===== src/sv/ltr_pkg.sv =====
// ltr_pkg: types and constants shared by the link retry timer engine
// no dependencies; imported by ltr_step, ltr_outq and link_retry_timer_engine
`timescale 1ns / 1ps

package ltr_pkg;

  typedef enum logic [2:0] {
    ACT_INFOACK  = 3'd0,
    ACT_KICK     = 3'd1,
    ACT_ENQUIRY  = 3'd2,
    ACT_CONNREQ  = 3'd3,
    ACT_DISCREQ  = 3'd4,
    ACT_REQUEUE  = 3'd5,
    ACT_TIMEOUT  = 3'd6,
    ACT_DESTROY  = 3'd7
  } action_t;

  typedef enum logic [1:0] {
    LINK_IDLE       = 2'd0,
    LINK_CONNECTING = 2'd1,
    LINK_DISCONN    = 2'd2,
    LINK_UP         = 2'd3
  } link_t;

  // condition bit positions
  localparam int unsigned COND_ACK  = 0;
  localparam int unsigned COND_OWN  = 1;
  localparam int unsigned COND_PEER = 2;

  // configuration register indexes
  localparam logic [1:0] REG_RETRANSMIT_RELOAD = 2'd0;
  localparam logic [1:0] REG_RETRY_LIMIT       = 2'd1;
  localparam logic [1:0] REG_RX_BUFFER_SIZE    = 2'd2;

  // at most three actions per tick
  localparam int unsigned MAX_RESULTS = 3;
  localparam int unsigned Q_DEPTH     = 4;

  typedef struct packed {
    logic        op;
    logic [15:0] rx_mem_used;
    logic        destroy_req;
    logic        listening;
    logic [1:0]  new_link_state;
    logic [2:0]  new_conditions;
    logic [15:0] t1_load;
    logic [15:0] t2_load;
    logic [15:0] t4_load;
    logic        clear_retries;
    logic        new_dead;
  } in_item_t;

  typedef struct packed {
    action_t     action;
    logic        last;
    logic        notify;
    logic [1:0]  link_state;
    logic [2:0]  conditions;
  } out_item_t;

  typedef struct packed {
    logic [15:0] retransmit_reload;
    logic [4:0]  retry_limit;
    logic [15:0] rx_buffer_size;
  } cfg_t;

  typedef struct packed {
    link_t       link_state;
    logic [2:0]  cond_bits;
    logic [15:0] retransmit_count;
    logic [15:0] ack_delay_count;
    logic [15:0] peer_busy_count;
    logic [4:0]  retry_count;
    logic        dead_flag;
  } link_state_t;

endpackage


===== src/sv/link_retry_timer_engine.sv =====
// link_retry_timer_engine: timer engine of one link connection
// depends on ltr_pkg, ltr_step, ltr_outq
//
//   port group   direction  handshake          payload
//   in_*         input      in_valid/in_stall   in_item_t (update or tick request)
//   out_*        output     out_valid/out_stall out_item_t (0-3 actions per request)
//   cfg_*        input      cfg_we              cfg_index, cfg_wdata
//
// a request is registered on acceptance and worked from that register once the queue
// has room; its zero to three actions land in a four-entry queue at once and leave
// one per cycle while out_stall is low; a new request can be accepted while the
// actions of earlier ones still wait in the queue
// rst_n (synchronous, active low) clears link state, timers and queue, and loads
// the register defaults 1200, 3 and 32768
// in_stall rises only while a request waits in the input register and the queue
// lacks room for three more actions; out_stall just holds the queue head
`timescale 1ns / 1ps

module link_retry_timer_engine
  import ltr_pkg::*;
(
  input  logic        clk,
  input  logic        rst_n,
  input  logic        in_valid,
  output logic        in_stall,
  input  in_item_t    in_data,
  output logic        out_valid,
  input  logic        out_stall,
  output out_item_t   out_data,
  input  logic        cfg_we,
  input  logic [1:0]  cfg_index,
  input  logic [15:0] cfg_wdata
);

  // configuration registers
  cfg_t        cfg_r, cfg_nxt;
  // link state
  link_state_t st_r, st_nxt, st_step;
  // input request register
  in_item_t    req_r;
  logic        req_valid_r, req_valid_nxt;
  // work and queue interface
  out_item_t   res [MAX_RESULTS];
  logic [1:0]  res_n;
  logic        room;
  logic        go;
  logic        in_acc;

  // request is worked once the queue can take a full tick
  assign go       = req_valid_r && room;
  assign in_stall = req_valid_r && !room;
  assign in_acc   = in_valid && !in_stall;
  assign req_valid_nxt = in_acc | (req_valid_r & ~go);
  assign st_nxt   = go ? st_step : st_r;

  always_comb begin
    cfg_nxt = cfg_r;
    if (cfg_we) begin
      case (cfg_index)
        REG_RETRANSMIT_RELOAD: cfg_nxt.retransmit_reload = cfg_wdata;
        REG_RETRY_LIMIT:       cfg_nxt.retry_limit       = cfg_wdata[4:0];
        REG_RX_BUFFER_SIZE:    cfg_nxt.rx_buffer_size    = cfg_wdata;
        default:               cfg_nxt = cfg_r;  // unused index is dropped
      endcase
    end
  end

  always_ff @(posedge clk) begin
    if (!rst_n) begin
      cfg_r.retransmit_reload <= 16'd1200;
      cfg_r.retry_limit       <= 5'd3;
      cfg_r.rx_buffer_size    <= 16'd32768;
      st_r                    <= '{link_state: LINK_IDLE, default: '0};
      req_valid_r             <= 1'b0;
    end else begin
      cfg_r       <= cfg_nxt;
      st_r        <= st_nxt;
      req_valid_r <= req_valid_nxt;
    end
  end

  // payload register, no reset needed
  always_ff @(posedge clk) begin
    if (in_acc) begin
      req_r <= in_data;
    end
  end

  ltr_step u_step (
    .item   (req_r),
    .st     (st_r),
    .cfg    (cfg_r),
    .st_nxt (st_step),
    .res    (res),
    .res_n  (res_n)
  );

  ltr_outq u_outq (
    .clk       (clk),
    .rst_n     (rst_n),
    .push_en   (go),
    .push_item (res),
    .push_n    (res_n),
    .room      (room),
    .out_valid (out_valid),
    .out_stall (out_stall),
    .out_data  (out_data)
  );

endmodule


===== src/sv/ltr_step.sv =====
// ltr_step: combinational work for one request (update or tick)
// depends on ltr_pkg
`timescale 1ns / 1ps

module ltr_step
  import ltr_pkg::*;
(
  input  in_item_t    item,
  input  link_state_t st,
  input  cfg_t        cfg,
  output link_state_t st_nxt,
  output out_item_t   res [MAX_RESULTS],
  output logic [1:0]  res_n
);

  out_item_t   a_item, b_item, c_item;
  logic        a_v, b_v, c_v;
  link_t       ls;
  logic [2:0]  cb;
  logic [15:0] ack_dec, peer_dec, rt_dec;
  logic [15:0] half_buf;

  assign half_buf = cfg.rx_buffer_size >> 1;
  assign ack_dec  = st.ack_delay_count - 16'd1;
  assign peer_dec = st.peer_busy_count - 16'd1;
  assign rt_dec   = st.retransmit_count - 16'd1;

  always_comb begin
    st_nxt = st;
    a_v = 1'b0;
    b_v = 1'b0;
    c_v = 1'b0;
    a_item = '0;
    b_item = '0;
    c_item = '0;
    ls = st.link_state;
    cb = st.cond_bits;

    if (item.op) begin
      st_nxt.link_state       = link_t'(item.new_link_state);
      st_nxt.cond_bits        = item.new_conditions;
      st_nxt.retransmit_count = item.t1_load;
      st_nxt.ack_delay_count  = item.t2_load;
      st_nxt.peer_busy_count  = item.t4_load;
      st_nxt.dead_flag        = item.new_dead;
      if (item.clear_retries) begin
        st_nxt.retry_count = '0;
      end
    end else if (st.link_state == LINK_IDLE &&
                 (item.destroy_req || (item.listening && st.dead_flag))) begin
      // destroy ends the tick, state untouched
      a_v = 1'b1;
      a_item.action     = ACT_DESTROY;
      a_item.link_state = ls;
      a_item.conditions = cb;
    end else begin
      // release own busy or kick transmit
      if (ls == LINK_UP) begin
        a_v = 1'b1;
        if (item.rx_mem_used < half_buf && cb[COND_OWN]) begin
          cb[COND_OWN] = 1'b0;
          cb[COND_ACK] = 1'b0;
          a_item.action = ACT_INFOACK;
        end else begin
          a_item.action = ACT_KICK;
        end
        a_item.link_state = ls;
        a_item.conditions = cb;
      end

      // ack delay timer
      if (st.ack_delay_count != '0) begin
        st_nxt.ack_delay_count = ack_dec;
        if (ack_dec == '0 && ls == LINK_UP && cb[COND_ACK]) begin
          cb[COND_ACK] = 1'b0;
          b_v = 1'b1;
          b_item.action     = ACT_ENQUIRY;
          b_item.link_state = ls;
          b_item.conditions = cb;
        end
      end

      // peer busy timer
      if (st.peer_busy_count != '0) begin
        st_nxt.peer_busy_count = peer_dec;
        if (peer_dec == '0) begin
          cb[COND_PEER] = 1'b0;
        end
      end

      // retransmit timer
      if (st.retransmit_count != '0) begin
        st_nxt.retransmit_count = rt_dec;
        if (rt_dec == '0) begin
          if (ls != LINK_IDLE) begin
            c_v = 1'b1;
            if (st.retry_count >= cfg.retry_limit) begin
              c_item.notify = ~st.dead_flag;
              c_item.action = ACT_TIMEOUT;
              ls = LINK_IDLE;
              st_nxt.dead_flag = 1'b1;
            end else begin
              st_nxt.retry_count = st.retry_count + 5'd1;
              case (ls)
                LINK_CONNECTING: c_item.action = ACT_CONNREQ;
                LINK_DISCONN:    c_item.action = ACT_DISCREQ;
                default:         c_item.action = ACT_REQUEUE;
              endcase
            end
            c_item.link_state = ls;
            c_item.conditions = cb;
          end
          st_nxt.retransmit_count = cfg.retransmit_reload;
        end
      end

      st_nxt.link_state = ls;
      st_nxt.cond_bits  = cb;
    end

    // pack the actions in order and mark the final one
    if (c_v && !a_v && !b_v) begin
      c_item.last = 1'b1;
    end else if (c_v) begin
      c_item.last = 1'b1;
    end else if (b_v) begin
      b_item.last = 1'b1;
    end else begin
      a_item.last = a_v;
    end
  end

  assign res[0] = a_v ? a_item : (b_v ? b_item : c_item);
  assign res[1] = (a_v && b_v) ? b_item : c_item;
  assign res[2] = c_item;
  assign res_n  = {1'b0, a_v} + {1'b0, b_v} + {1'b0, c_v};

endmodule


===== src/sv/ltr_outq.sv =====
// ltr_outq: four-entry result queue, up to three pushes and one pop a cycle,
// pops held off by out_stall; depends on ltr_pkg
`timescale 1ns / 1ps

module ltr_outq
  import ltr_pkg::*;
(
  input  logic       clk,
  input  logic       rst_n,
  input  logic       push_en,
  input  out_item_t  push_item [MAX_RESULTS],
  input  logic [1:0] push_n,
  output logic       room,
  output logic       out_valid,
  input  logic       out_stall,
  output out_item_t  out_data
);

  out_item_t  mem_r [Q_DEPTH];
  logic [1:0] wr_ptr_r, wr_ptr_nxt;
  logic [1:0] rd_ptr_r, rd_ptr_nxt;
  logic [2:0] count_r, count_nxt;
  logic       pop;
  logic [1:0] n_eff;

  assign out_valid = (count_r != '0);
  assign out_data  = mem_r[rd_ptr_r];
  assign pop       = out_valid && !out_stall;
  // space for a full tick once this cycle's pop is counted
  assign room      = (count_r <= 3'd1) || (count_r == 3'd2 && pop);
  assign n_eff     = push_en ? push_n : 2'd0;

  assign wr_ptr_nxt = wr_ptr_r + n_eff;
  assign rd_ptr_nxt = rd_ptr_r + {1'b0, pop};
  assign count_nxt  = count_r + {1'b0, n_eff} - {2'b00, pop};

  always_ff @(posedge clk) begin
    if (!rst_n) begin
      wr_ptr_r <= '0;
      rd_ptr_r <= '0;
      count_r  <= '0;
    end else begin
      wr_ptr_r <= wr_ptr_nxt;
      rd_ptr_r <= rd_ptr_nxt;
      count_r  <= count_nxt;
    end
  end

  always_ff @(posedge clk) begin
    for (int i = 0; i < MAX_RESULTS; i++) begin
      if (2'(i) < n_eff) begin
        mem_r[wr_ptr_r + 2'(i)] <= push_item[i];
      end
    end
  end

endmodule

===== config.mk =====
export PLATFORM = sky130hd
export DESIGN_NAME = link_retry_timer_engine
export DESIGN_NICKNAME = d
export VERILOG_FILES = /design/src/sv/ltr_pkg.sv /design/src/sv/link_retry_timer_engine.sv /design/src/sv/ltr_step.sv /design/src/sv/ltr_outq.sv
export SDC_FILE = /design/constraint.sdc
export NUM_CORES = 1
export LEC_CHECK = 0
export ABC_AREA = 1
export BUFFER_PORTS_ARGS = -buffer_cell sky130_fd_sc_hd__buf_4
export CAP_MARGIN = 20
export CORE_MARGIN = 2
export CORE_UTILIZATION = 63
export CTS_BUF_LIST = sky130_fd_sc_hd__clkbuf_2
export CTS_CLUSTER_SIZE = 30
export DETAILED_ROUTE_END_ITERATION = 6
export HOLD_SLACK_MARGIN = 0.05
export PLACE_DENSITY = 0.83
export SYNTH_ARGS = -nofsm -noshare
export SYNTH_HDL_FRONTEND = slang
export SYNTH_HIERARCHICAL = 1
export SYNTH_SLANG_ARGS = --single-unit

===== constraint.sdc =====
create_clock -name clk -period 4.9 [get_ports clk]
set_input_delay 0.245 -clock clk [delete_from_list [all_inputs] [get_ports clk]]
set_output_delay 0.245 -clock clk [all_outputs]
set_load 0.02 [all_outputs]

==> flow_metrics.py, run 1 <==
metrics = {
    "cells_and_area": {
        "mostFrequentLayoutCell": "nand2_1",
        "drive_gt1_share_pct": 12.2,
        "layout_common_cells": "nand2_1, nor2_1, inv_1",
        "finalNetCount": 2184,
        "final_area_um2": 15600,
        "stdcell_count": 2372,
        "area.growth.synth_to_final_pct": 21.6,
    },
    "pwr": {
        "p_sw_share_pct": 43.5,
        "p_int_mw": 3.51,
        "vdd.ir_drop.worst_uv": 269,
        "switching_power_mw": 2.70,
        "leakage_nw": 7.38,
        "p_seq_share_pct": 37.7,
        "clock_power_share_pct": 21.3,
        "power_frac_comb_pct": 41.0,
        "power-per-cell-area_nw_per_um2": 397,
    },
    "logic_synthesis": {
        "syn_inst": 1811,
        "syn_nets": 1943,
        "avgSynthCellArea_um2": 7.10,
        "synth_area_um2": 12900,
        "synth_warnings": 6,
    },
    "setup_path": {
        "cp_slowest_stage_delay_ps": 500,
        "reg2reg_to": "u_outq/mem_r[2][5]",
        "crit_slowest_cell": "nand3_1",
        "worstPathArrival_ps": 4760,
        "startpoint_type": "register",
        "reg2regPathDepth": 15,
        "crit_type": "register to register",
        "crit_fanout": 35,
        "crit_required_ps": 5330,
        "path_cells": "inv_1 -> ha_1 -> nand4_1 -> nor3_1 -> nand2_1 -> nand4_1 -> nand2_1 -> inv_1 -> nand2_1 -> inv_2 -> fa_1 -> nand2_1 -> inv_2 -> nand2_1 -> nand3_1",
        "crit_top_cell": "nand2_1",
        "r2r_slack_ps": 570,
        "critical_path.reg2reg.startpoint": "cfg_r[15]",
        "crit_family": "simple AND/OR/NAND/NOR gates",
        "endpoint_kind": "register",
        "critPathBufInv": 4,
    },
    "route": {
        "ant_nets": 0,
        "wl_mm": 41.6,
        "wl_per_cell_um": 17.5,
        "vias_per_cell": 5.68,
        "vias": 13473,
        "drtIter0Drc": 1687,
        "drc_errors": 10,
        "first_pass_iters": 7,
    },
    "hold_path": {
        "hold_path_depth": 2,
        "min_path_type": "input pin to register",
        "holdPathEnd": "req_r[30]",
        "min-delay-start": "in_data[30]",
    },
    "clock_network": {
        "cts_tree": "done",
        "clk_latency_ps": 910,
        "htreeDepth": 2,
        "cts_setup_buffers": 0,
        "clk_pin_slew_ps": 160,
        "clock_sinks": 217,
        "cts_hold_buf": 139,
        "cts_buffers": 56,
        "cts.repair.resized": 0,
        "root_buffer": "clkbuf_2",
        "clockBufferDepth": 3,
    },
    "timing": {
        "final_hold_viol_count": 0,
        "fin_crit_sh_pct": 88.4,
        "skew_ps": 133,
        "setup_ws_ps": 571,
        "min_period_ps": 4330,
        "rsz0062_at_grt": "false",
        "fmax_mhz": 231,
        "setup_tns_ps": 0,
        "drv_slew": 0,
        "finalSetupViolations": 0,
        "worst_pin_slew_ps": 1180,
        "slew_headroom_pct": 21.2,
    },
    "global_routing": {
        "gr-max-usage-layer": "met2",
        "met1_usage_pct": 46.5,
        "antenna_found_initial": 3,
        "met3_usage_pct": 6.15,
        "grt_use_met2_pct": 65.0,
        "grtUsageTotal_pct": 38.1,
        "grt_pass1_wl_mm": 65.8,
        "grt_max_degree": 101,
        "grt_pass1_vias": 12909,
        "grt.overflow.total": 0,
    },
    "placement": {
        "placed_cells": 2125,
        "gp_congestion": 0.954,
        "numPortBuffers": 108,
        "place_ws_ps": 825,
        "post-dp-hpwl_mm": 24.5,
        "placed_area_um2": 13700,
    },
    "floorplan": {
        "ios": 109,
        "core_region_area_um2": 20100,
        "die_w_um": 147,
        "chipHeight_um": 147,
        "start_util_pct": 64.0,
        "num_rows": 52,
        "dieArea_um2": 21600,
    },
    "status": {
        "outcome": "finished with violations",
        "violations": "design-rule violations",
    },
    "job": {
        "cap_violations": 0,
    },
}
## how the worst max path moves through the flow
stage,endpoint,startpoint,cells after the start
after CTS,u_outq/mem_r[3][0],st_r[22],17
after floorplan,req_r[0],u_outq/count_r[0],7
after global placement,u_outq/mem_r[2][3],st_r[22],17
final,u_outq/mem_r[2][5],cfg_r[15],15
after global routing,u_outq/mem_r[3][8],st_r[22],17
after detailed placement,u_outq/mem_r[2][3],st_r[22],17
## sequential cells by signal (all words and copies together) (netlist names)
signal,cells
st_r,59
req_valid_r,1
req_r,74
u_outq/count_r,3
u_outq/mem_r,40
cfg_r,36
u_outq/rd_ptr_r,2
u_outq/wr_ptr_r,2
## stage by stage
step,total power [mW],utilization [%],hold WS (ps)
final,6.21,77.8,81.1
after global routing,6.59,77.8,66.6
after CTS,6.04,77.8,54.4
after detailed placement,4.68,68.2,424
after global placement,4.63,68.2,423
after floorplan,4.08,-,338
## layout make-up
cell class	instances	area [um^2]
diodes	3	7.51
inverters	203	762
clock buffers	83	415
clock inverters	22	116
well taps	270	338
fillers	1422	4470
repair buffers	256	2270
flip-flops and latches	217	5490
multi-input cells	1318	6240
## layer usage
metal  vias up  share of wire [%]
li1       6385                  -
met1      6077                 38
met2       808                 48
met3       203                8.2
met4         0                5.5
met5         -                  0
## power groups by stage
stage                     Combinational [mW]  Sequential (mW)  Clock (mW)
after floorplan                         1.78             2.30           0
after global placement                  2.27             2.36           0
after detailed placement                2.32             2.37           0
after CTS                               2.42             2.32        1.30
after global routing                    2.80             2.37        1.43
final                                   2.54             2.34        1.32
No activity file was read; power rests on OpenSTA's default activity.
==> run 2, diff against run 1 <==
MAX_ROUTING_LAYER = met4   (was unset)
==> run 2 against run 1 <==
  * The run still ends with design-rule violations left
  * Maximum frequency rose by 1.2%
  * Non-clock buffer count is 29 higher
  * Sequential power hardly changed
==> flow_metrics.py, run 2 (synthesis gave the netlist of run 1 again) <==
metrics = {
    "pwr": {
        "fin_total_pwr_mw": 6.19,
        "leakage_nw": 7.45,
        "power-per-cell-area_nw_per_um2": 390,
        "vdd.ir_drop.worst_uv": 330,
    },
    "job": {
        "cap_violations": 0,
    },
    "clock_network": {
        "htreeDepth": 2,
        "clk_latency_ps": 920,
        "clockBufferDepth": 3,
        "cts_hold_buf": 165,
        "clock_sinks": 217,
        "clk_pin_slew_ps": 110,
        "cts_setup_buffers": 0,
        "cts_buffers": 55,
        "cts.repair.resized": 0,
        "cts_tree": "done",
        "root_buffer": "clkbuf_2",
    },
    "setup_path": {
        "path_cells": "ha_1 -> a21oi_1 -> o21ai_0 -> a21oi_1 -> nand4_1 -> nand2_1 -> inv_1 -> nand2_1 -> inv_2 -> fa_1 -> nand2_1 -> nor2_1 -> buf_4 -> nand2_1 -> nand3_1",
        "startpoint_type": "register",
        "r2r_slack_ps": 620,
        "crit_top_cell": "nand2_1",
        "crit_fanout": 12,
        "crit_slowest_cell": "nand3_1",
        "reg2regPathDepth": 15,
        "reg2reg_to": "u_outq/mem_r[1][2]",
        "worstPathArrival_ps": 4710,
        "crit_type": "register to register",
        "critical_path.reg2reg.startpoint": "req_r[68]",
        "endpoint_kind": "register",
        "crit_required_ps": 5330,
        "cp_slowest_stage_delay_ps": 480,
    },
    "route": {
        "wl_mm": 43.1,
        "drtIter0Drc": 1660,
        "first_pass_iters": 7,
        "vias_per_cell": 5.76,
        "vias": 13815,
        "wl_per_cell_um": 18.0,
        "drc_errors": 6,
        "ant_nets": 0,
    },
    "floorplan": {
        "dieArea_um2": 21600,
        "chipHeight_um": 147,
        "num_rows": 52,
        "start_util_pct": 64.0,
        "core_region_area_um2": 20100,
        "ios": 109,
        "die_w_um": 147,
    },
    "cells_and_area": {
        "layout_common_cells": "nand2_1, nor2_1, inv_1",
        "postLayoutCoreUtil_pct": 79.0,
        "largest_reg_flops": 74,
        "mostFrequentLayoutCell": "nand2_1",
        "largest-register": "req_r",
        "largestRegisters": "req_r (74), st_r (59), u_outq/mem_r (40)",
        "finalNetCount": 2212,
        "drive_gt1_share_pct": 11.8,
        "area.growth.synth_to_final_pct": 23.5,
        "fillers": 1332,
    },
    "placement": {
        "gp_congestion": 0.982,
        "numPortBuffers": 108,
        "post-dp-hpwl_mm": 24.7,
        "place_ws_ps": 849,
    },
    "global_routing": {
        "antenna_found_initial": 1,
        "grt_pass1_wl_mm": 68.7,
        "grt_pass1_vias": 13577,
        "grt_max_degree": 101,
        "grt.overflow.total": 0,
        "grtUsageTotal_pct": 41.0,
    },
    "hold_path": {
        "min_path_type": "input pin to register",
        "hold_path_depth": 2,
        "min-delay-start": "in_data[20]",
        "holdPathEnd": "req_r[20]",
    },
    "status": {
        "outcome": "finished with violations",
        "violations": "design-rule violations",
    },
    "timing": {
        "rsz0062_at_grt": "false",
        "fin_crit_sh_pct": 87.3,
        "fmax_mhz": 234,
        "slew_headroom_pct": 25.5,
        "min_period_ps": 4280,
        "final_hold_viol_count": 0,
        "setup_tns_ps": 0,
        "setup_ws_ps": 623,
        "finalSetupViolations": 0,
        "skew_ps": 109,
        "worst_pin_slew_ps": 1110,
        "drv_slew": 0,
    },
}
run 2: changes by cell type in the layout (fill, tap and decap cells not counted):
cell           delta
bufinv_16         -1
inv_2             -2
clkinv_2          +4
buf_4             +3
dlygate4sd3_1    +26
clkinvlp_4        +1
clkbuf_2         -12
diode_2           -2
clkinv_1          +9
run 2: power breakdown:
part | internal, mW | switching (mW) | leakage (nW)
Sequential | 2.13 | 0.198 | 1.92
Clock | 0.414 | 0.833 | 0.362
Combinational | 0.890 | 1.72 | 5.17
run 2: cell type report:
| type | count | area, um^2 | area share [%] |
|---|---|---|---|
| repair buffers | 285 | 2550 | 16.1 |
| inverters | 203 | 762 | 4.80 |
| flip-flops and latches | 217 | 5490 | 34.5 |
| diodes | 1 | 2.50 | 0.0158 |
| clock buffers | 71 | 355 | 2.24 |
| well taps | 270 | 338 | 2.13 |
| multi-input cells | 1318 | 6240 | 39.3 |
| clock inverters | 33 | 140 | 0.882 |
run 2: per-layer routing:
layer / vias up / GRT usage (%) / routed length, um
met4: 0 / 23.0 / 2510
met1: 6220 / 47.6 / 15900
met2: 932 / 68.2 / 20800
li1: 6434 / - / -
met5: - / - / 0
met3: 229 / 6.55 / 3980
run 2: critical path, delay by kind of cell (launching register included):
kind	cells	cell delay, ps
simple gates	7	1590
compound gates	3	760
fa+ha+maj	2	740
flops	1	390
buf+inv	3	330
run 2: stage by stage:
step / hold WS (ps) / cells / area, um^2
2_1_floorplan: 338 / 1811 / 12900
3_3_place_gp: 423 / 2128 / 13700
3_5_place_dp: 424 / 2128 / 13700
4_1_cts: 50.4 / 2397 / 15900
5_1_grt: 58.3 / 2398 / 15900
6_report: 97.8 / 2398 / 15900
run 2: how the worst max path moves through the flow:
stage / cells past startpoint / from / to
6_report: 15 / req_r[68] / u_outq/mem_r[1][2]
5_1_grt: 17 / st_r[22] / u_outq/mem_r[1][7]
4_1_cts: 18 / st_r[38] / u_outq/mem_r[1][2]
3_5_place_dp: 18 / st_r[38] / u_outq/mem_r[1][1]
3_3_place_gp: 17 / st_r[22] / u_outq/mem_r[1][1]
2_1_floorplan: 7 / u_outq/count_r[0] / req_r[0]
==> run 3, diff against run 2 <==
CELL_PAD_IN_SITES_DETAIL_PLACEMENT = 0   (was unset)
CELL_PAD_IN_SITES_GLOBAL_PLACEMENT = 1   (was unset)
CORE_UTILIZATION = 45   (was 63)
PLACE_DENSITY = unset   (was 0.83)
PLACE_DENSITY_LB_ADDON = 0.1   (was unset)
==> run 3 against run 2 <==
  * The flow now finishes without violations
  * Register-to-register slack got worse by 99 ps
  * Sequential share of layout area decreased by 1.1 points
  * Maximum frequency decreased by 2.3%
  * Clock power increased by 12%
  * Utilization decreased by 20 points
  * Total power increased by 0.93%
  * Die area increased by 39%
  * Sequential power about the same
==> flow_metrics.py, run 3 (synthesis gave the netlist of run 1 again) <==
metrics = {
    "global_routing": {
        "grt.overflow.total": 0,
        "grt_max_degree": 101,
        "grtUsageTotal_pct": 26.7,
        "grt_pass1_wl_mm": 63.8,
        "grt_pass1_vias": 12672,
        "antenna_found_initial": 1,
    },
    "setup_path": {
        "reg2reg_to": "u_outq/mem_r[0][8]",
        "critical_path.reg2reg.startpoint": "st_r[22]",
        "crit_top_cell": "nand2_1",
        "r2r_slack_ps": 520,
        "reg2regPathDepth": 17,
        "path_cells": "inv_1 -> ha_1 -> inv_1 -> nor2_2 -> nand2_1 -> nand2_1 -> nand2_1 -> nor3_1 -> nand4_1 -> nor2_1 -> nand2_1 -> inv_2 -> fa_1 -> nand2_1 -> nor2_1 -> nand2_1 -> nand3_1",
        "crit_type": "register to register",
        "startpoint_type": "register",
        "crit_slowest_cell": "nand3_1",
        "worstPathArrival_ps": 4780,
        "crit_fanout": 12,
        "endpoint_kind": "register",
        "cp_slowest_stage_delay_ps": 550,
        "crit_required_ps": 5300,
    },
    "timing": {
        "fmax_mhz": 229,
        "skew_ps": 99.9,
        "finalSetupViolations": 0,
        "worst_pin_slew_ps": 1100,
        "final_hold_viol_count": 0,
        "setup_ws_ps": 525,
        "rsz0062_at_grt": "false",
        "setup_tns_ps": 0,
        "fin_crit_sh_pct": 89.3,
        "slew_headroom_pct": 26.7,
        "min_period_ps": 4380,
        "drv_slew": 0,
    },
    "floorplan": {
        "chipHeight_um": 173,
        "core_region_area_um2": 27900,
        "ios": 109,
        "start_util_pct": 46.0,
        "num_rows": 61,
        "die_w_um": 173,
        "dieArea_um2": 29900,
    },
    "cells_and_area": {
        "drive_gt1_share_pct": 12.5,
        "postLayoutCoreUtil_pct": 58.7,
        "stdcell_count": 2545,
        "mostFrequentLayoutCell": "nand2_1",
        "finalNetCount": 2249,
        "largest_reg_flops": 74,
        "area.growth.synth_to_final_pct": 27.6,
        "layout_common_cells": "nand2_1, nor2_1, inv_1",
        "multi_input_area_um2": 6240,
        "layout.area.seq_um2": 5490,
        "largestRegisters": "req_r (74), st_r (59), u_outq/mem_r (40)",
        "fillers": 2683,
        "largest-register": "req_r",
    },
    "placement": {
        "placed_cells": 2243,
        "place_ws_ps": 667,
        "numPortBuffers": 108,
        "post-dp-hpwl_mm": 25.2,
        "gp_congestion": 0.899,
    },
    "hold_path": {
        "hold_path_depth": 2,
        "holdPathEnd": "req_r[47]",
        "min-delay-start": "in_data[47]",
        "min_path_type": "input pin to register",
    },
    "clock_network": {
        "root_buffer": "clkbuf_2",
        "cts_tree": "done",
        "clock_sinks": 217,
        "clockBufferDepth": 3,
        "clk_pin_slew_ps": 100,
        "cts_setup_buffers": 0,
        "cts_buffers": 60,
        "clk_latency_ps": 910,
        "htreeDepth": 2,
    },
    "route": {
        "met3WireLength_mm": 1.75,
        "vias_per_cell": 5.02,
        "wl_per_cell_um": 15.2,
        "drtIter0Drc": 755,
        "maxUsedRoutingLayer": "met4",
        "first_pass_iters": 5,
        "drc_errors": 0,
        "ant_nets": 0,
        "vias": 12775,
        "wl_met2_mm": 18.3,
        "wl_mm": 38.8,
        "wl_met1_mm": 17.7,
    },
    "pwr": {
        "power-per-cell-area_nw_per_um2": 381,
        "vdd.ir_drop.worst_uv": 221,
        "leakage_nw": 7.68,
        "fin_total_pwr_mw": 6.24,
    },
    "status": {
        "outcome": "completed",
    },
    "job": {
        "cap_violations": 0,
    },
}
-- run 3: final cells by class --
class / count / area share (%)
Sequential cell: 217 / 33.4
Clock buffer: 84 / 2.56
Clock inverter: 27 / 1.01
Inverter: 203 / 4.64
Timing Repair Buffer: 317 / 17.4
Antenna cell: 1 / 0.0152
Tap cell: 378 / 2.88
Multi-Input combinational cell: 1318 / 38.1
-- run 3: metal layers --
metal  track usage (%)  vias up
met5                 -        -
met4              8.76        0
met3              3.83       93
met2              44.3      310
met1              33.5     5863
li1                  -     6509
-- run 3: repair_timing --
action,4_1_cts,5_1_grt
hold buffers,190,0
gates resized for setup,0,0
endpoints found under the hold margin,177,0
-- run 3: where the power goes --
| part | switching, mW | total [mW] | internal (mW) | leakage, nW |
|---|---|---|---|---|
| Sequential | 0.185 | 2.31 | 2.13 | 1.92 |
| Clock | 0.816 | 1.40 | 0.579 | 0.433 |
| Combinational | 1.63 | 2.54 | 0.905 | 5.32 |
| Total | 2.63 | 6.24 | 3.61 | 7.68 |
-- run 3: metrics by stage --
stage               instance area [um^2]  hold WS (ps)
detailed placement                 13900           424
finish                             16400           160
CTS                                16400          59.7
global placement                   13900           423
global route                       16400          97.4
floorplan                          12900           338
-- run 3: how the worst max path moves through the flow --
stage / start / end / slack (ps)
final: st_r[22] / u_outq/mem_r[0][8] / 520
after CTS: st_r[22] / u_outq/mem_r[0][8] / 540
after global placement: st_r[22] / u_outq/mem_r[0][8] / 780
after floorplan: u_outq/count_r[0] / req_r[0] / 470
after global routing: st_r[22] / u_outq/mem_r[0][3] / 50
after detailed placement: st_r[22] / u_outq/mem_r[0][4] / 670
-- run 3: worst max-delay path, delay by kind of cell (launching register included) --
kind / cells / cell delay (ps)
adders and majority gates: 2 / 740
buffers and inverters: 3 / 380
DFF: 1 / 360
and+or+nand+nor: 12 / 2400
